==> config.mk <==
export PLATFORM = sky130hd
export DESIGN_NAME = midi_track_event_parser
export DESIGN_NICKNAME = d
export VERILOG_FILES = /design/src/rtl/mtep_pkg.sv /design/src/rtl/mtep_front.sv /design/src/rtl/mtep_queue.sv /design/src/rtl/mtep_back.sv /design/src/rtl/midi_track_event_parser.sv
export SDC_FILE = /design/constraint.sdc
export NUM_CORES = 1
export LEC_CHECK = 0
export ABC_AREA = 1
export BUFFER_PORTS_ARGS = -buffer_cell sky130_fd_sc_hd__buf_4
export CAP_MARGIN = 20
export CELL_PAD_IN_SITES_DETAIL_PLACEMENT = 0
export CELL_PAD_IN_SITES_GLOBAL_PLACEMENT = 1
export CORE_MARGIN = 4
export CORE_UTILIZATION = 40
export CTS_BUF_LIST = sky130_fd_sc_hd__clkbuf_8
export DETAILED_ROUTE_END_ITERATION = 8
export HOLD_SLACK_MARGIN = 0.05
export PLACE_DENSITY = 0.75
export SLEW_MARGIN = 20
export SYNTH_ARGS = -nofsm -noshare
export SYNTH_HDL_FRONTEND = slang
export SYNTH_HIERARCHICAL = 1
export SYNTH_SLANG_ARGS = --single-unit
==> constraint.sdc <==
create_clock -name clk -period 8.4 [get_ports clk]
set_input_delay 0.84 -clock clk [delete_from_list [all_inputs] [get_ports clk]]
set_output_delay 0.84 -clock clk [all_outputs]
set_load 0.01 [all_outputs]
==> src/rtl/mtep_pkg.sv <==
// Shared types, codes and byte-class functions for the MIDI track event parser.
// No dependencies; imported by every module of the parser.
package mtep_pkg;

    localparam int QUEUE_DEPTH = 4;
    localparam int QPTR_W      = 2;
    localparam int QCNT_W      = 3;

    localparam logic [7:0] ST_SYSEX    = 8'hF0;
    localparam logic [7:0] ST_ESCAPE   = 8'hF7;
    localparam logic [7:0] ST_META     = 8'hFF;
    localparam logic [7:0] ST_SONG_POS = 8'hF2;
    localparam logic [7:0] ST_MTC      = 8'hF1;
    localparam logic [7:0] ST_SONG_SEL = 8'hF3;
    localparam logic [7:0] ST_UNDEF_F4 = 8'hF4;
    localparam logic [7:0] ST_UNDEF_F5 = 8'hF5;
    localparam logic [7:0] ST_UNDEF_F9 = 8'hF9;
    localparam logic [7:0] ST_UNDEF_FD = 8'hFD;
    localparam logic [3:0] HI_PROG     = 4'hC;
    localparam logic [3:0] HI_PRESSURE = 4'hD;
    localparam logic [3:0] HI_SYSTEM   = 4'hF;
    localparam logic [7:0] META_TEMPO  = 8'h51;
    localparam logic [7:0] META_EOT    = 8'h2F;

    typedef enum logic [2:0] {
        KIND_CHANNEL     = 3'd0,
        KIND_SYSTEM      = 3'd1,
        KIND_SYSEX       = 3'd2,
        KIND_META        = 3'd3,
        KIND_END         = 3'd4,
        KIND_UNSUPPORTED = 3'd5
    } event_kind_t;

    typedef enum logic [3:0] {
        PH_DELTA    = 4'd0,
        PH_STATUS   = 4'd1,
        PH_DATA1    = 4'd2,
        PH_DATA2    = 4'd3,
        PH_SYSLEN   = 4'd4,
        PH_METAKIND = 4'd5,
        PH_METALEN  = 4'd6,
        PH_SKIP     = 4'd7,
        PH_END      = 4'd8
    } phase_t;

    // One classified track byte, as handed from the front to the back.
    typedef struct packed {
        logic [7:0]  data_byte;
        logic        track_start;
        logic        is_status;
        logic        sets_running;
        logic        is_sysex;
        logic        is_meta;
        logic [1:0]  data_count;
        event_kind_t kind;
    } mtep_item_t;

    function automatic logic [1:0] data_count_of(input logic [7:0] s);
        logic [1:0] cnt;
        begin
            if (s[7:4] == HI_PROG || s[7:4] == HI_PRESSURE)
                cnt = 2'd1;
            else if (s[7:4] != HI_SYSTEM)
                cnt = 2'd2;
            else if (s == ST_MTC || s == ST_SONG_SEL)
                cnt = 2'd1;
            else if (s == ST_SONG_POS)
                cnt = 2'd2;
            else
                cnt = 2'd0;
            return cnt;
        end
    endfunction

    function automatic event_kind_t kind_of(input logic [7:0] s);
        event_kind_t k;
        begin
            if (s[7:4] != HI_SYSTEM)
                k = KIND_CHANNEL;
            else if (s == ST_UNDEF_F4 || s == ST_UNDEF_F5 || s == ST_UNDEF_F9 ||
                     s == ST_UNDEF_FD)
                k = KIND_UNSUPPORTED;
            else
                k = KIND_SYSTEM;
            return k;
        end
    endfunction

endpackage

==> src/rtl/mtep_front.sv <==
// Front end: decodes each incoming track byte as a potential status byte.
// Depends on mtep_pkg.
module mtep_front
    import mtep_pkg::*;
(
    input  logic [7:0] stream_byte,
    input  logic       track_start,
    output mtep_item_t item
);

    always_comb
    begin
        item.data_byte    = stream_byte;
        item.track_start  = track_start;
        item.is_status    = stream_byte[7];
        item.sets_running = stream_byte[7] && (stream_byte[7:4] != HI_SYSTEM);
        item.is_sysex     = (stream_byte == ST_SYSEX) || (stream_byte == ST_ESCAPE);
        item.is_meta      = (stream_byte == ST_META);
        item.data_count   = data_count_of(stream_byte);
        item.kind         = kind_of(stream_byte);
    end

endmodule

==> src/rtl/mtep_queue.sv <==
// Short FIFO of classified bytes between the front end and the parser core.
// Depends on mtep_pkg.
module mtep_queue
    import mtep_pkg::*;
(
    input  logic       clk,
    input  logic       rst_n,
    input  logic       push_valid,
    output logic       push_ready,
    input  mtep_item_t push_item,
    output logic       pop_valid,
    input  logic       pop_ready,
    output mtep_item_t pop_item
);

    mtep_item_t              slots_reg [QUEUE_DEPTH];
    logic [QPTR_W-1:0]       wr_ptr_reg, wr_ptr_next;
    logic [QPTR_W-1:0]       rd_ptr_reg, rd_ptr_next;
    logic [QCNT_W-1:0]       count_reg, count_next;
    logic                    do_push, do_pop;

    assign push_ready = (count_reg != QCNT_W'(QUEUE_DEPTH));
    assign pop_valid  = (count_reg != '0);
    assign pop_item   = slots_reg[rd_ptr_reg];
    assign do_push    = push_valid && push_ready;
    assign do_pop     = pop_valid && pop_ready;

    always_comb
    begin
        wr_ptr_next = do_push ? wr_ptr_reg + 1'b1 : wr_ptr_reg;
        rd_ptr_next = do_pop ? rd_ptr_reg + 1'b1 : rd_ptr_reg;
        count_next  = count_reg;
        if (do_push && !do_pop)
            count_next = count_reg + 1'b1;
        else if (do_pop && !do_push)
            count_next = count_reg - 1'b1;
    end

    always_ff @(posedge clk or negedge rst_n)
    begin
        if (!rst_n)
        begin
            wr_ptr_reg <= '0;
            rd_ptr_reg <= '0;
            count_reg  <= '0;
        end
        else
        begin
            wr_ptr_reg <= wr_ptr_next;
            rd_ptr_reg <= rd_ptr_next;
            count_reg  <= count_next;
        end
    end

    always_ff @(posedge clk)
    begin
        if (do_push)
            slots_reg[wr_ptr_reg] <= push_item;
    end

endmodule

==> src/rtl/mtep_back.sv <==
// Parser core; depends on mtep_pkg. Its event state machine consumes one classified
// byte per cycle unless stalled and loads finished events into the output register.
module mtep_back
    import mtep_pkg::*;
#(
    parameter int VLQ_MAX_BYTES = 4
)
(
    input  logic          clk,
    input  logic          rst_n,
    input  logic          item_valid,
    output logic          item_ready,
    input  mtep_item_t    item,
    output logic          m_tvalid,
    input  logic          m_tready,
    output logic [111:0]  m_tdata,
    output logic [7:0]    m_tuser
);

    phase_t      phase_reg, phase_next;
    logic [7:0]  running_reg, running_next;
    logic [7:0]  status_reg, status_next;
    logic [27:0] delta_reg, delta_next;
    logic [1:0]  vlq_cnt_reg, vlq_cnt_next;
    logic [7:0]  held_reg, held_next;
    logic [7:0]  meta_reg, meta_next;
    logic [27:0] length_reg, length_next;
    logic [27:0] remain_reg, remain_next;
    logic [1:0]  tempo_idx_reg, tempo_idx_next;
    logic [23:0] tempo_reg, tempo_next;

    logic          out_valid_reg, out_valid_next;
    logic [111:0]  out_data_reg, out_data_next;
    event_kind_t   out_kind_reg, out_kind_next;

    logic          take;
    logic          emit, after_feed, after_end;
    event_kind_t   kind;
    logic [7:0]    d1, d2, b;
    logic [2:0]    vlq_n;
    logic          vlq_done;
    logic          is_meta_kind, has_len;

    assign item_ready = !out_valid_reg || m_tready;
    assign take       = item_valid && item_ready;
    assign b          = item.data_byte;

    // Byte count and end test of the VLQ byte now in hand. A new track restarts
    // the count, since track_start clears all state before the byte is parsed.
    assign vlq_n    = {1'b0, item.track_start ? 2'd0 : vlq_cnt_reg} + 3'd1;
    assign vlq_done = !b[7] || (vlq_n >= 3'(VLQ_MAX_BYTES));

    always_comb
    begin
        phase_next     = phase_reg;
        running_next   = running_reg;
        status_next    = status_reg;
        delta_next     = delta_reg;
        vlq_cnt_next   = vlq_cnt_reg;
        held_next      = held_reg;
        meta_next      = meta_reg;
        length_next    = length_reg;
        remain_next    = remain_reg;
        tempo_idx_next = tempo_idx_reg;
        tempo_next     = tempo_reg;
        emit           = 1'b0;
        after_feed     = 1'b0;
        after_end      = 1'b0;
        kind           = KIND_CHANNEL;
        d1             = '0;
        d2             = '0;
        out_valid_next = out_valid_reg && !m_tready;
        out_data_next  = out_data_reg;
        out_kind_next  = out_kind_reg;
        is_meta_kind   = 1'b0;
        has_len        = 1'b0;

        if (take)
        begin
            if (item.track_start)
            begin
                phase_next     = PH_DELTA;
                running_next   = '0;
                status_next    = '0;
                delta_next     = '0;
                vlq_cnt_next   = '0;
                held_next      = '0;
                meta_next      = '0;
                length_next    = '0;
                remain_next    = '0;
                tempo_idx_next = '0;
                tempo_next     = '0;
            end

            unique case (phase_next)
                PH_STATUS:
                begin
                    if (item.is_status)
                    begin
                        if (item.sets_running)
                            running_next = b;
                        status_next = b;
                        if (item.is_sysex)
                            phase_next = PH_SYSLEN;
                        else if (item.is_meta)
                            phase_next = PH_METAKIND;
                        else if (item.data_count == 2'd0)
                        begin
                            emit = 1'b1;
                            kind = item.kind;
                        end
                        else
                            phase_next = PH_DATA1;
                    end
                    else if (running_next == '0)
                    begin
                        // Orphan data byte: report it, then reuse it as delta time.
                        emit       = 1'b1;
                        kind       = KIND_UNSUPPORTED;
                        after_feed = 1'b1;
                    end
                    else
                    begin
                        status_next = running_next;
                        if (data_count_of(running_next) == 2'd1)
                        begin
                            emit = 1'b1;
                            kind = kind_of(running_next);
                            d1   = b;
                        end
                        else
                        begin
                            held_next  = b;
                            phase_next = PH_DATA2;
                        end
                    end
                end
                PH_DATA1:
                begin
                    if (data_count_of(status_next) == 2'd1)
                    begin
                        emit = 1'b1;
                        kind = kind_of(status_next);
                        d1   = b;
                    end
                    else
                    begin
                        held_next  = b;
                        phase_next = PH_DATA2;
                    end
                end
                PH_DATA2:
                begin
                    emit = 1'b1;
                    kind = kind_of(status_next);
                    d1   = held_next;
                    d2   = b;
                end
                PH_SYSLEN, PH_METALEN:
                begin
                    length_next  = {length_next[20:0], b[6:0]};
                    vlq_cnt_next = vlq_done ? 2'd0 : vlq_n[1:0];
                    if (vlq_done)
                    begin
                        if (phase_next == PH_METALEN && meta_next == META_EOT)
                        begin
                            emit      = 1'b1;
                            kind      = KIND_END;
                            after_end = 1'b1;
                        end
                        else if (length_next == '0)
                        begin
                            emit = 1'b1;
                            kind = (status_next == ST_META) ? KIND_META : KIND_SYSEX;
                        end
                        else
                        begin
                            remain_next = length_next;
                            phase_next  = PH_SKIP;
                        end
                    end
                end
                PH_METAKIND:
                begin
                    meta_next  = b;
                    phase_next = PH_METALEN;
                end
                PH_SKIP:
                begin
                    if (status_next == ST_META && meta_next == META_TEMPO &&
                        tempo_idx_next != 2'd3)
                    begin
                        tempo_next     = {tempo_next[15:0], b};
                        tempo_idx_next = tempo_idx_next + 2'd1;
                    end
                    remain_next = remain_next - 28'd1;
                    if (remain_next == '0)
                    begin
                        emit = 1'b1;
                        kind = (status_next == ST_META) ? KIND_META : KIND_SYSEX;
                    end
                end
                PH_END:
                begin
                end
                default:
                begin
                    delta_next   = {delta_next[20:0], b[6:0]};
                    vlq_cnt_next = vlq_done ? 2'd0 : vlq_n[1:0];
                    phase_next   = vlq_done ? PH_STATUS : PH_DELTA;
                end
            endcase

            if (emit)
            begin
                is_meta_kind   = (kind == KIND_META) || (kind == KIND_END);
                has_len        = is_meta_kind || (kind == KIND_SYSEX);
                out_valid_next = 1'b1;
                out_kind_next  = kind;
                out_data_next  = {
                    (kind == KIND_META && meta_next == META_TEMPO) ? tempo_next : 24'd0,
                    has_len ? length_next : 28'd0,
                    is_meta_kind ? meta_next : 8'd0,
                    delta_next,
                    d2,
                    d1,
                    status_next
                };
                phase_next     = PH_DELTA;
                status_next    = '0;
                delta_next     = '0;
                vlq_cnt_next   = '0;
                held_next      = '0;
                meta_next      = '0;
                length_next    = '0;
                remain_next    = '0;
                tempo_idx_next = '0;
                tempo_next     = '0;
                if (after_feed)
                begin
                    delta_next   = {21'd0, b[6:0]};
                    vlq_cnt_next = vlq_done ? 2'd0 : vlq_n[1:0];
                    phase_next   = vlq_done ? PH_STATUS : PH_DELTA;
                end
                if (after_end)
                    phase_next = PH_END;
            end
        end
    end

    always_ff @(posedge clk or negedge rst_n)
    begin
        if (!rst_n)
        begin
            phase_reg     <= PH_DELTA;
            running_reg   <= '0;
            status_reg    <= '0;
            delta_reg     <= '0;
            vlq_cnt_reg   <= '0;
            held_reg      <= '0;
            meta_reg      <= '0;
            length_reg    <= '0;
            remain_reg    <= '0;
            tempo_idx_reg <= '0;
            tempo_reg     <= '0;
            out_valid_reg <= 1'b0;
        end
        else
        begin
            phase_reg     <= phase_next;
            running_reg   <= running_next;
            status_reg    <= status_next;
            delta_reg     <= delta_next;
            vlq_cnt_reg   <= vlq_cnt_next;
            held_reg      <= held_next;
            meta_reg      <= meta_next;
            length_reg    <= length_next;
            remain_reg    <= remain_next;
            tempo_idx_reg <= tempo_idx_next;
            tempo_reg     <= tempo_next;
            out_valid_reg <= out_valid_next;
        end
    end

    always_ff @(posedge clk)
    begin
        out_data_reg <= out_data_next;
        out_kind_reg <= out_kind_next;
    end

    assign m_tvalid = out_valid_reg;
    assign m_tdata  = out_data_reg;
    assign m_tuser  = {5'd0, out_kind_reg};

endmodule

==> src/rtl/midi_track_event_parser.sv <==
// Top level of the MIDI track event parser: front end, byte queue and parser core.
// Depends on mtep_pkg, mtep_front, mtep_queue and mtep_back.
//
// The parser takes one track byte per clock and gives at most one event per byte.
// A byte goes through a four-entry queue into the parser core, which decodes it
// combinationally and loads the event that the byte completes into its output
// register. The rate is one byte per cycle for as long as the output side takes
// events, and the queue absorbs short output stalls. A byte with track_start set
// clears all state, including running status, before it is parsed. Delta-time and
// length quantities end after VLQ_MAX_BYTES bytes and are kept to 28 bits.
module midi_track_event_parser
    import mtep_pkg::*;
#(
    parameter int VLQ_MAX_BYTES = 4
)
(
    input  logic          clk,
    input  logic          rst_n,
    input  logic          s_tvalid,
    output logic          s_tready,
    input  logic [7:0]    s_tdata,   // [7:0] stream_byte
    input  logic [7:0]    s_tuser,   // [0] track_start
    output logic          m_tvalid,
    input  logic          m_tready,
    // [7:0] status_byte, [15:8] first_data, [23:16] second_data,
    // [51:24] delta_ticks, [59:52] meta_kind, [87:60] payload_length,
    // [111:88] tempo_value
    output logic [111:0]  m_tdata,
    output logic [7:0]    m_tuser    // [2:0] event_kind
);

    mtep_item_t front_item;
    mtep_item_t core_item;
    logic       core_valid;
    logic       core_ready;

    mtep_front u_front (
        .stream_byte (s_tdata),
        .track_start (s_tuser[0]),
        .item        (front_item)
    );

    mtep_queue u_queue (
        .clk        (clk),
        .rst_n      (rst_n),
        .push_valid (s_tvalid),
        .push_ready (s_tready),
        .push_item  (front_item),
        .pop_valid  (core_valid),
        .pop_ready  (core_ready),
        .pop_item   (core_item)
    );

    mtep_back #(
        .VLQ_MAX_BYTES (VLQ_MAX_BYTES)
    ) u_back (
        .clk        (clk),
        .rst_n      (rst_n),
        .item_valid (core_valid),
        .item_ready (core_ready),
        .item       (core_item),
        .m_tvalid   (m_tvalid),
        .m_tready   (m_tready),
        .m_tdata    (m_tdata),
        .m_tuser    (m_tuser)
    );

endmodule
# --- Yosys cells after proc, flatten, opt, wreduce, memory -nomap -nowiden ---
# Memory sizes are Yosys's and may differ from the RTL's.
# Cells that the tools add are included.
totals:
  ff_bits: 271
  mem_bits_rw: 72
  input_bits: 20
  output_inout_bits: 122
  elab_cells: 267
  memories: 1
memory_table:
  columns: ["name", "words", "word_bits", "read_ports", "rd_ports_with_merged_regs", "wr", "line_no", "text"]
  rows:
  - ["u_queue.slots_reg", 4, 18, 1, 0, 1, "mtep_queue.sv:16", "mtep_item_t slots_reg [QUEUE_DEPTH];"]
classes:
  n_addsub: 7
  n_lt_le_gt_ge: 1
  eq_ne: 52
  muxes: 139
  n_reduce_logical: 46
op_table:
  columns: ["cell", "n"]
  rows:
  - ["$mux 28", 13]
  - ["$mux 8", 26]
  - ["$eq 8x8->1 const B", 25]
  - ["$mux 24", 4]
  - ["$mux 3", 20]
  - ["$mux 4", 15]
  - ["$logic_not 28->1", 2]
  - ["$mux 2", 28]
  - ["$pmux 28 s2", 1]
  - ["$eq 4x4->1 const B", 7]
  - ["$sub 28x1->28 const B", 1]
  - ["$mux 1", 26]
  - ["$pmux 8 s3", 1]
  - ["$logic_or 1x1->1", 20]
  - ["$pmux 4 s5", 1]
  - ["$eq 4x3->1 const B", 4]
  - ["$eq 8x7->1 const B", 2]
  - ["$pmux 8 s2", 1]
  - ["$pmux 3 s5", 1]
  - ["$ne 4x4->1 const B", 3]
  - ["$logic_and 1x1->1", 10]
  - ["$eq 4x2->1 const B", 2]
  - ["$eq 8x6->1 const B", 1]
  - ["$logic_not 8->1", 1]
  - ["other kinds (22)", 30]

# --- Logic depth before layout (Yosys ltp) ---
# Gate-level depths: netlist of the first run.
depth:
  ltp_word: 22
  ltp_mapped: 32
  ltp_nobuf: 23

# --- By module ---
# The synthesis of the first run kept the hierarchy.
modules_own_cells:
  columns: ["mod", "n_inst", "cells_each", "area_per_inst_um2", "seq_area_each_um2"]
  rows:
  - ["mtep_back", 1, 1856, 14305.0, 7181.9]
  - ["mtep_queue", 1, 269, 3329.4, 2337.2]
  - ["mtep_front", 1, 41, 226.5, 0.0]

# --- Least setup slack after synthesis of the first run ---
# OpenSTA, ideal clock, no wires.
synth_timing:
  kind: "register to register"
  start: "register u_queue.rd_ptr_reg[0]"
  end: "register u_back.out_data_reg[0], in the netlist u_back/m_tdata[0] (enable)"
  setup_time_ps: 468
  arrival_ps: 5924
  t_required_ps: 7932
  setup_slack_ps: 2007
  stages_incl_launch_ff: 27
  n_path_buf: 9
  synth_period_minus_slack_ps: 6393
  cell_sequence: "dfrtp_1 -> inv_2 -> buf_6 -> buf_6 -> nand2_1 -> o211ai_1 -> nand2_1 -> buf_4 -> inv_4 -> buf_6 -> buf_6 -> buf_2 -> clkbuf_1 -> buf_1 -> nand2_1 -> ha_1 -> nand3_1 -> xor2_1 -> nand2_1 -> nor3_1 -> nand2_1 -> nor2_1 -> nand3_1 -> nand2_2 -> buf_2 -> nand2_1 -> inv_1"
synth_lines:
  columns: ["element", "line_no", "text"]
  rows:
  - ["start: declaration", "mtep_queue.sv:18", "logic [QPTR_W-1:0] rd_ptr_reg, rd_ptr_next;"]
  - ["start signal: assignment", "mtep_queue.sv:50", "rd_ptr_reg <= rd_ptr_next;"]
  - ["end signal: assignment", "mtep_back.sv:287", "out_data_reg <= out_data_next;"]
  - ["end: declaration", "mtep_back.sv:33", "logic [111:0] out_data_reg, out_data_next;"]

==> flow_metrics.tcl, run 1 <==
set metrics [dict create \
    crit_fanout 70 \
    syn_area_sq_mm 0.0179 \
    largest_register_ff_count 112 \
    ant_nets 0 \
    antenna_cells 0 \
    synth_edf_count 187 \
    ir_drop_v 0.000264 \
    grt_pass1_vias 14344 \
    netlist_instances 2166 \
    worst_pin_slew_ns 1.07 \
    critPathLaunchType "flip-flop" \
    synth_warnings 6 \
    place.gp.congestion 0.901 \
    synth.distinct_cells 50 \
    first_pass_iters 5 \
    die_x_microns 219 \
    register_area_sq_mm 0.00952 \
    avgSynthCellArea_sq_um 8.25 \
    ys.flop_type "edfxtp_1" \
    multi_input_area_sq_mm 0.00688 \
    async_reset_ff_share_pct 45.5 \
    setup_viol 0 \
    num_vias 14866 \
    fin_crit_sh_pct 69.2 \
    p_per_area_mw_per_mm2 337 \
    cts_made_buffers 60 \
    min_period_ns 5.81 \
    htree_levels 2 \
    drive_gt1_share_pct 14.3 \
    ctsHoldBuffers 0 \
    fin_setup_tns_ns 0 \
    clk_latency_ns 0.66 \
    antenna_found_initial 0 \
    cts_setup_buffers 0 \
    ys_ff_latch 343 \
    layout.nets 2291 \
    drt-initial-drc-count 1093 \
    area_delta_synth_final_pct 13.8 \
    die_h_microns 219 \
    cts_tree "done" \
    final_core_utilization_pct 46.0 \
    fmax_mhz 172 \
    totalWireLength_microns 51700 \
    status "finished clean" \
    yosysSeqAreaShare_pct 53.3 \
    power.total_mw 6.85 \
    n_fill_cell 4320 \
    clkTransAtPathRegs_ns 0.06 \
    grt_setup_unrepaired "false" \
    grt_pass1_wl_microns 80900 \
    worstPathRequired_ns 8.70 \
    clock-sinks 343 \
    overflow 0 \
    rows 77 \
    crit_arrival_ns 6.11 \
    critPathKind "reg2reg" \
    p_leak_nw 9.28 \
    drcViolationCount 0 \
    floorplan.initialDensity_pct 40.4 \
    timing.max_cap.violations 0 \
    avgViaCountPerCell 5.12 \
    cts-root-buf "clkbuf_8" \
    drv_slew 0 \
    dp_hpwl_microns 33500 \
    fin_worst_skew_ns 0.0267 \
    r2r_cells 17 \
    grt_max_degree 91 \
    portBuffers 129 \
    wl_per_cell_microns 17.8 \
    cts_resized 0 \
    final_hold_viol_count 0 \
    timing.slew.headroom_pct 28.4 \
    track_usage_pct 21.3 \
    core_sq_mm 0.0442 \
    hp-class "in2async" \
    io_pins 142 \
    cts_max_path_buffers 3 \
    end_kind "flip-flop" \
    die-area_sq_mm 0.0481 \
]
[layout make-up]
class                      count  area share [%]
clock inverter                46            1.28
sequential                   343            46.8
multi-input combinational   1492            33.8
tap                          592            3.64
inverter                     209            3.89
timing repair buffer         155            5.93
clock buffer                  68            4.60
[worst max-delay path, stage by stage (launching register included)]
cell	delay [ns]
dfrtp_1	0.91
inv_2	0.39
o211ai_1	0.20
nand2_1	0.13
inv_4	0.53
buf_4	0.59
nand2_1	0.18
nor3_2	0.33
nand4_1	0.14
o21ai_1	0.18
nand2_1	0.12
nand2_1	0.14
nor3_1	0.08
buf_4	0.20
nand2_2	0.09
nand2_1	0.11
inv_4	0.49
buf_12	0.37
[per-stage QoR]
step / std cells / hold slack, ns / instance area, sq um / setup slack, ns
after floorplan: 2170 / 0.449 / 17900 / 2.01
after detailed placement: 2790 / 0.465 / 19100 / 2.49
after CTS: 2904 / 0.260 / 20300 / 2.48
after global placement: 2790 / 0.462 / 19100 / 2.56
final: 2905 / 0.263 / 20300 / 2.59
after global routing: 2905 / 0.322 / 20300 / 2.07
[metal layers]
layer,global-route usage [%],vias to the layer above,part of all wire (%)
met2,35.5,380,48
met1,28.8,7142,44
met3,2.89,84,4.4
met5,0,-,0
li1,-,7260,-
met4,7.14,0,2.8
[where the power goes]
| group | internal (mW) | leakage [nW] | total [mW] | switching, mW |
|---|---|---|---|---|
| Clock | 0.804 | 0.652 | 1.51 | 0.710 |
| Combinational | 0.766 | 4.75 | 2.92 | 2.15 |
| Sequential | 2.26 | 3.88 | 2.42 | 0.159 |
[cells by family (layout without fill, tap and decap cells)]
logic type	count (synthesis)	count (layout)	share of synthesized area, %
XOR/XNOR	7	7	0.343
AND/OR/NAND/NOR	1145	1145	26.4
flip-flops	343	343	53.3
other	2	6	0.0420
adder cells (fa/ha/maj)	10	10	0.743
AO/OA/AOI/OAI	323	323	10.7
buffers and inverters	335	478	8.39
multiplexers	1	1	0.0630
[Yosys cell counts, types with 3 or more instances]
cell type  count  area (sq um)
nand2_1      707          2650
nor2_1       256           961
inv_1        193           724
edfxtp_1     187          5620
dfrtp_1      156          3900
o21ai_0      121           606
nand3_1       76           380
clkbuf_1      59           221
a21oi_1       51           255
o211ai_1      40           300
o22ai_1       37           231
nand4_1       27           169
nor2_2        26           163
buf_2         23           115
o21ai_1       23           115
buf_4         21           158
buf_6         17           191
nor3_1        17          85.1
a31o_2        16           140
nand2_2       15          93.8
inv_2         13          48.8
a31oi_1       11          68.8
ha_1           9           113
a221oi_1       6          52.6
a22oi_1        6          45.0
buf_1          6          22.5
nor4_1         5          31.3
xor2_1         4          35.0
nand3b_1       3          22.5
o21a_1         3          22.5
xnor2_1        3          26.3
[path summary, 6_finish.rpt]
path,slack [ns],to,startpoint
worst min-delay path,0.26,u_back/length_reg[13],rst_n
min in group clk,0.39,u_queue/slots_reg[3][16],s_tdata[6]
worst min register to register,0.48,u_back/delta_reg[20],u_back/delta_reg[20]
worst max-delay path,2.59,u_back/m_tdata[18],u_queue/rd_ptr_reg[1]
worst max register to register,2.59,u_back/m_tdata[18],u_queue/rd_ptr_reg[1]
max in group asynchronous,6.54,u_back/running_reg[6],rst_n
[layout by cell type (no fill, tap or decap), drive strengths merged, types with 27 or more instances in the layout]
cell | Yosys | layout
inv | 208 | 221
edfxtp | 187 | 187
nand3 | 79 | 79
nand2 | 722 | 722
o211ai | 42 | 42
buf | 67 | 155
dfrtp | 156 | 156
nand4 | 27 | 27
o21ai | 145 | 145
clkinv | 1 | 27
nor2 | 286 | 286
a21oi | 51 | 51
o22ai | 37 | 37
clkbuf | 59 | 68
Power figures use the tool's default switching activity.
==> run 2, diff against run 1 <==
--- a/config.mk
+++ b/config.mk
@@ -5,7 +5,7 @@
 export SDC_FILE = /design/constraint.sdc
 export NUM_CORES = 1
 export LEC_CHECK = 0
-export ABC_AREA = 1
+export ABC_AREA = 0
 export BUFFER_PORTS_ARGS = -buffer_cell sky130_fd_sc_hd__buf_4
 export CAP_MARGIN = 20
 export CELL_PAD_IN_SITES_DETAIL_PLACEMENT = 0
@@ -15,7 +15,7 @@
 export CTS_BUF_LIST = sky130_fd_sc_hd__clkbuf_8
 export DETAILED_ROUTE_END_ITERATION = 8
 export HOLD_SLACK_MARGIN = 0.05
-export PLACE_DENSITY = 0.75
+export PLACE_DENSITY = 0.71
 export SLEW_MARGIN = 20
 export SYNTH_ARGS = -nofsm -noshare
 export SYNTH_HDL_FRONTEND = slang
==> constraint.sdc (replaced) <==
create_clock -name clk -period 5.35 [get_ports clk]
set_input_delay 0.535 -clock clk [delete_from_list [all_inputs] [get_ports clk]]
set_output_delay 0.535 -clock clk [all_outputs]
set_load 0.01 [all_outputs]
==> flow_metrics.tcl, run 2 <==
set metrics [dict create \
    status "finished clean" \
    die_x_microns 210 \
    cts_made_buffers 58 \
    ys_top_cells_by_area "edfxtp_1 (34%), dfrtp_1 (24%), a22o_1 (4.8%)" \
    ys_ff_latch 343 \
    synth.distinct_cells 87 \
    io_pins 142 \
    grt_pass1_wl_microns 71600 \
    first_pass_iters 5 \
    rr_startpoint "u_queue/rd_ptr_reg[0]" \
    cts_resized 0 \
    crit_arrival_ns 5.20 \
    layout_common_cells "nand2_1 (191), edfxtp_1 (187), buf_4 (156), dfrtp_1 (156), a21oi_1 (90)" \
    critPathLaunch "u_queue/rd_ptr_reg[0]" \
    critical_path.cell_chain "mux4_4 -> inv_4 -> nand2_4 -> ha_4 -> nand2_1 -> o21ai_0 -> or3b_1 -> or4_1 -> or4_4 -> a211oi_4 -> buf_4 -> o211ai_4 -> a221oi_1" \
    worst_pin_slew_ns 1.12 \
    final_hold_viol_count 0 \
    synth_edf_count 187 \
    fin_crit_sh_pct 89.3 \
    drcViolationCount 0 \
    whs_ns 0.0965 \
    cp.depth 13 \
    cts-root-buf "clkbuf_8" \
    fin_worst_skew_ns 0.0332 \
    drv_slew 0 \
    clkTransAtPathRegs_ns 0.06 \
    seq_power_share_pct 37.4 \
    final_common_cell "nand2_1" \
    crit_fanout 24 \
    reg2reg_slack_ns 0.57 \
    track_usage_pct 20.4 \
    timing.slew.headroom_pct 25.7 \
    area_delta_synth_final_pct 16.0 \
    ys.flop_type "edfxtp_1" \
    ys_top_cells_by_count "nand2_1 (193), edfxtp_1 (187), dfrtp_1 (156)" \
    htree_levels 2 \
    clock-sinks 343 \
    die-area_sq_mm 0.0440 \
    end_kind "flip-flop" \
    cp_top_family "simple AND/OR/NAND/NOR gates" \
    grt_max_degree 101 \
    ant_nets 0 \
    synth_warnings 6 \
    critPathKind "reg2reg" \
    ir_drop_v 0.000405 \
    grt_pass1_vias 11921 \
    setup_viol 0 \
    internal_power_mw 6.15 \
    power.total_mw 10.5 \
    switching_share_pct 41.6 \
    syn_area_sq_mm 0.0163 \
    num_vias 12140 \
    place_worst_setup_slack_ns 0.648 \
    avgSynthCellArea_sq_um 11.5 \
    layout.nets 1556 \
    min_period_ns 4.78 \
    die_h_microns 210 \
    fin_setup_tns_ns 0 \
    clkPwrFrac_pct 21.5 \
    core_sq_mm 0.0400 \
    timing.max_cap.violations 0 \
    wl_per_cell_microns 21.7 \
    rows 73 \
    final_core_utilization_pct 47.3 \
    floorplan.initialDensity_pct 40.7 \
    avgViaCountPerCell 5.78 \
    setup_ws_ns 0.570 \
    p_leak_nw 7.32 \
    postLayoutCellArea_sq_mm 0.0189 \
    critPathMaxStageDelay_ns 0.69 \
    place.gp.congestion 0.864 \
    drt-initial-drc-count 1002 \
    largest_register_ff_count 112 \
    p_per_area_mw_per_mm2 557 \
    antenna_cells 0 \
    async_reset_ff_share_pct 45.5 \
    antenna_found_initial 0 \
    ctsHoldBuffers 2 \
    worstPathRequired_ns 5.77 \
    drive_gt1_share_pct 19.7 \
    cts_max_path_buffers 3 \
    portBuffers 129 \
    hp-class "in2reg" \
    cts_setup_buffers 0 \
    switching_power_mw 4.38 \
    cp-endpoint "u_back/m_tdata[99]" \
    critPathLaunchType "flip-flop" \
    totalWireLength_microns 45700 \
    grt_setup_unrepaired "false" \
    pwr-share-comb_pct 41.1 \
    yosysMostFrequentCell "nand2_1" \
    finalNonFillerCells 2100 \
    overflow 0 \
    dp_hpwl_microns 29200 \
    crit_path_top_delay_cell "mux4_4" \
    synth_top_area_cell "edfxtp_1" \
    yosysSeqAreaShare_pct 58.4 \
    placedCellCount 1989 \
    min_path_cells 1 \
    r2r-end "u_back/m_tdata[99]" \
    synth_top_area_share_pct 34.4 \
    fmax_mhz 209 \
    detailed_place.area_sq_mm 0.0178 \
    cts_tree "done" \
    netlist_instances 1419 \
    critPathBufInv 2 \
    r2r_cells 13 \
    clk_latency_ns 0.65 \
]
-- run 2: cell count changes in the layout (fill, tap and decap cells not counted), moves of 25 or more --
cell	previous run	this run
a21oi_1	51	90
a22o_1	0	89
inv_1	205	47
mux2i_1	0	25
nand2_1	705	191
nand3_1	76	15
nor2_1	255	74
nor3_1	16	45
o211ai_1	40	7
o21ai_0	121	80
o22ai_1	37	3
-- run 2: logic make-up (layout without fill, tap and decap cells) --
family / after synthesis / in the layout / share of synthesized area (%)
AO/OA/AOI/OAI: 398 / 398 / 17.7
flip-flops: 343 / 343 / 58.4
other: 2 / 6 / 0.0461
multiplexers: 46 / 46 / 4.23
adder cells (fa/ha/maj): 10 / 10 / 0.814
buffers and inverters: 151 / 303 / 4.26
AND/OR/NAND/NOR: 453 / 453 / 13.7
XOR/XNOR: 16 / 16 / 0.860
-- run 2: metal layers --
layer	part of all wire, %	vias up	wire (microns)	GRT usage, %
li1	-	5559	-	-
met1	46	6046	20900	30.3
met2	46	467	20800	30.8
met3	6.8	68	3110	3.89
met4	1.8	0	821	5.38
met5	0	-	0	0
-- run 2: worst min-delay path by stage --
stage | start | to
CTS | s_tuser[0] | u_queue/slots_reg[2][9]
floorplan | rst_n | u_back/delta_reg[0]
global placement | u_back/delta_reg[24] | u_back/delta_reg[24]
finish | s_tuser[0] | u_queue/slots_reg[2][9]
global route | s_tuser[0] | u_queue/slots_reg[2][9]
detailed placement | u_back/delta_reg[22] | u_back/delta_reg[22]
-- run 2: area by class of cell --
| cell class | count | area [sq um] |
|---|---|---|
| inverters | 32 | 126 |
| repair buffers | 162 | 1260 |
| clock inverters | 50 | 293 |
| clock buffers | 59 | 812 |
| fillers | 3740 | 21100 |
| multi-input cells | 929 | 6230 |
| flip-flops and latches | 343 | 9520 |
| well taps | 525 | 657 |
-- run 2: power groups by stage --
stage	logic, mW	clock network, mW	registers (mW)
2_1_floorplan	2.49	0	4.08
3_3_place_gp	4.28	0	3.97
3_5_place_dp	4.30	0	3.99
4_1_cts	4.31	2.33	3.95
5_1_grt	4.65	2.46	4.01
6_report	4.32	2.26	3.94
==> run 3, diff against run 2 <==
==> constraint.sdc (replaced) <==
create_clock -name clk -period 6 [get_ports clk]
set_input_delay 0.6 -clock clk [delete_from_list [all_inputs] [get_ports clk]]
set_output_delay 0.6 -clock clk [all_outputs]
set_load 0.01 [all_outputs]
==> flow_metrics.tcl, run 3 (synthesis results as in run 2) <==
set metrics [dict create \
    cts_resized 0 \
    timing.max_cap.violations 0 \
    critPathKind "reg2reg" \
    fin_setup_tns_ns 0 \
    power.total_mw 9.50 \
    drcViolationCount 0 \
    htree_levels 2 \
    cpMostUsedCell "nand2_1" \
    seq_power_share_pct 37.1 \
    pwr-share-comb_pct 39.5 \
    end_kind "flip-flop" \
    clkPwrFrac_pct 23.4 \
    grt_setup_unrepaired "false" \
    grt_pass1_wl_microns 70100 \
    fmax_mhz 193 \
    critical_path.cell_chain "mux4_4 -> inv_1 -> nand2_1 -> ha_1 -> nand2_1 -> o21ai_0 -> or3b_1 -> or4_1 -> or4_1 -> a211o_1 -> nand2_1 -> o21ai_0" \
    worstPathRequired_ns 6.47 \
    grt_pass1_vias 11419 \
    hp-class "in2reg" \
    status "finished clean" \
    track_usage_pct 20.0 \
    ant_nets 0 \
    die-area_sq_mm 0.0440 \
    layout_common_cells "nand2_1 (193), edfxtp_1 (187), buf_4 (157)" \
    internal_power_mw 5.67 \
    overflow 0 \
    register_area_sq_mm 0.00952 \
    drv_slew 0 \
    io_pins 142 \
    final_core_utilization_pct 47.4 \
    crit_arrival_ns 5.65 \
    totalWireLength_microns 44800 \
    cts_tree "done" \
    clock-sinks 343 \
    avgViaCountPerCell 5.76 \
    cts-root-buf "clkbuf_8" \
    fin_worst_skew_ns 0.0434 \
    portBuffers 129 \
    core_sq_mm 0.0400 \
    crit_fanout 30 \
    fin_crit_sh_pct 86.3 \
    multi_input_area_sq_mm 0.00618 \
    crit_path_top_delay_cell "mux4_4" \
    critPathBufInv 1 \
    switching_share_pct 40.3 \
    drive_gt1_share_pct 19.7 \
    final_common_cell "nand2_1" \
    layout.nets 1553 \
    n_fill_cell 3666 \
    clkTransAtPathRegs_ns 0.06 \
    switching_power_mw 3.82 \
    place.gp.congestion 0.860 \
    critPathMaxStageDelay_ns 0.82 \
    area_delta_synth_final_pct 16.2 \
    cts_max_path_buffers 3 \
    rows 73 \
    setup_viol 0 \
    p_per_area_mw_per_mm2 501 \
    p_leak_nw 7.37 \
    reg2reg_slack_ns 0.82 \
    cts_made_buffers 57 \
    final_hold_viol_count 0 \
    clk_latency_ns 0.65 \
    drt-initial-drc-count 1099 \
    timing.slew.headroom_pct 28.4 \
    grt_max_degree 116 \
    num_vias 12078 \
    die_h_microns 210 \
    critPathLaunchType "flip-flop" \
    ctsHoldBuffers 1 \
    antenna_cells 0 \
    first_pass_iters 5 \
    worst_pin_slew_ns 1.07 \
    floorplan.initialDensity_pct 40.7 \
    cts_setup_buffers 0 \
    min_period_ns 5.18 \
    ir_drop_v 0.000278 \
    dp_hpwl_microns 28500 \
    die_x_microns 210 \
    largest_register_ff_count 112 \
    wl_per_cell_microns 21.4 \
    antenna_found_initial 1 \
    cp_top_family "simple AND/OR/NAND/NOR gates" \
]
-- run 3: power groups by stage --
stage | Sequential, mW | Clock, mW | Combinational [mW]
after floorplan | 3.63 | 0 | 2.17
after global placement | 3.55 | 0 | 3.73
after detailed placement | 3.57 | 0 | 3.76
after CTS | 3.53 | 2.29 | 3.78
after global routing | 3.59 | 2.41 | 4.07
final | 3.52 | 2.22 | 3.75
-- run 3: final timing paths --
kind | from | to | cells past startpoint
setup / recovery | u_queue/rd_ptr_reg[0] | u_back/delta_reg[22] | 12
hold / removal | s_tuser[0] | u_queue/slots_reg[3][9] | 1
setup reg to reg | u_queue/rd_ptr_reg[0] | u_back/delta_reg[22] | 12
hold reg to reg | u_back/delta_reg[25] | u_back/delta_reg[25] | 2
max in group asynchronous | rst_n | u_back/running_reg[4] | 3
min in group asynchronous | rst_n | u_back/length_reg[26] | 2
-- run 3: worst reg2reg max path, delay by kind of cell (launching register included) --
kind                       cells  cell delay, ns
buffers and inverters          1            0.18
adders and majority gates      1            0.27
DFF                            1            0.36
AOI/OAI and AO/OA              3            0.89
muxes                          1            0.82
and+or+nand+nor                6            2.53
-- run 3: per-stage QoR --
step	cells	setup WS, ns	area (sq um)	hold slack (ns)
after floorplan	1423	0.0274	16300	0.304
after global placement	1988	0.901	17700	0.460
after detailed placement	1988	0.795	17700	0.469
after CTS	2096	0.820	18900	0.134
after global routing	2096	0.481	18900	0.150
final	2096	0.823	18900	0.192
-- run 3: layout make-up --
class,instances,area share [%]
Timing Repair Buffer,160,6.44
Clock inverter,40,1.69
Sequential cell,343,50.2
Tap cell,525,3.47
Clock buffer,67,4.87
Inverter,32,0.654
Multi-Input combinational cell,929,32.6
-- run 3: layer usage --
metal | up-vias | track usage, % | wire (microns)
met5 | - | 0 | 7
met4 | 2 | 5.92 | 905
met3 | 61 | 3.66 | 3020
met2 | 420 | 29.9 | 20300
met1 | 6025 | 29.8 | 20600
li1 | 5570 | - | -
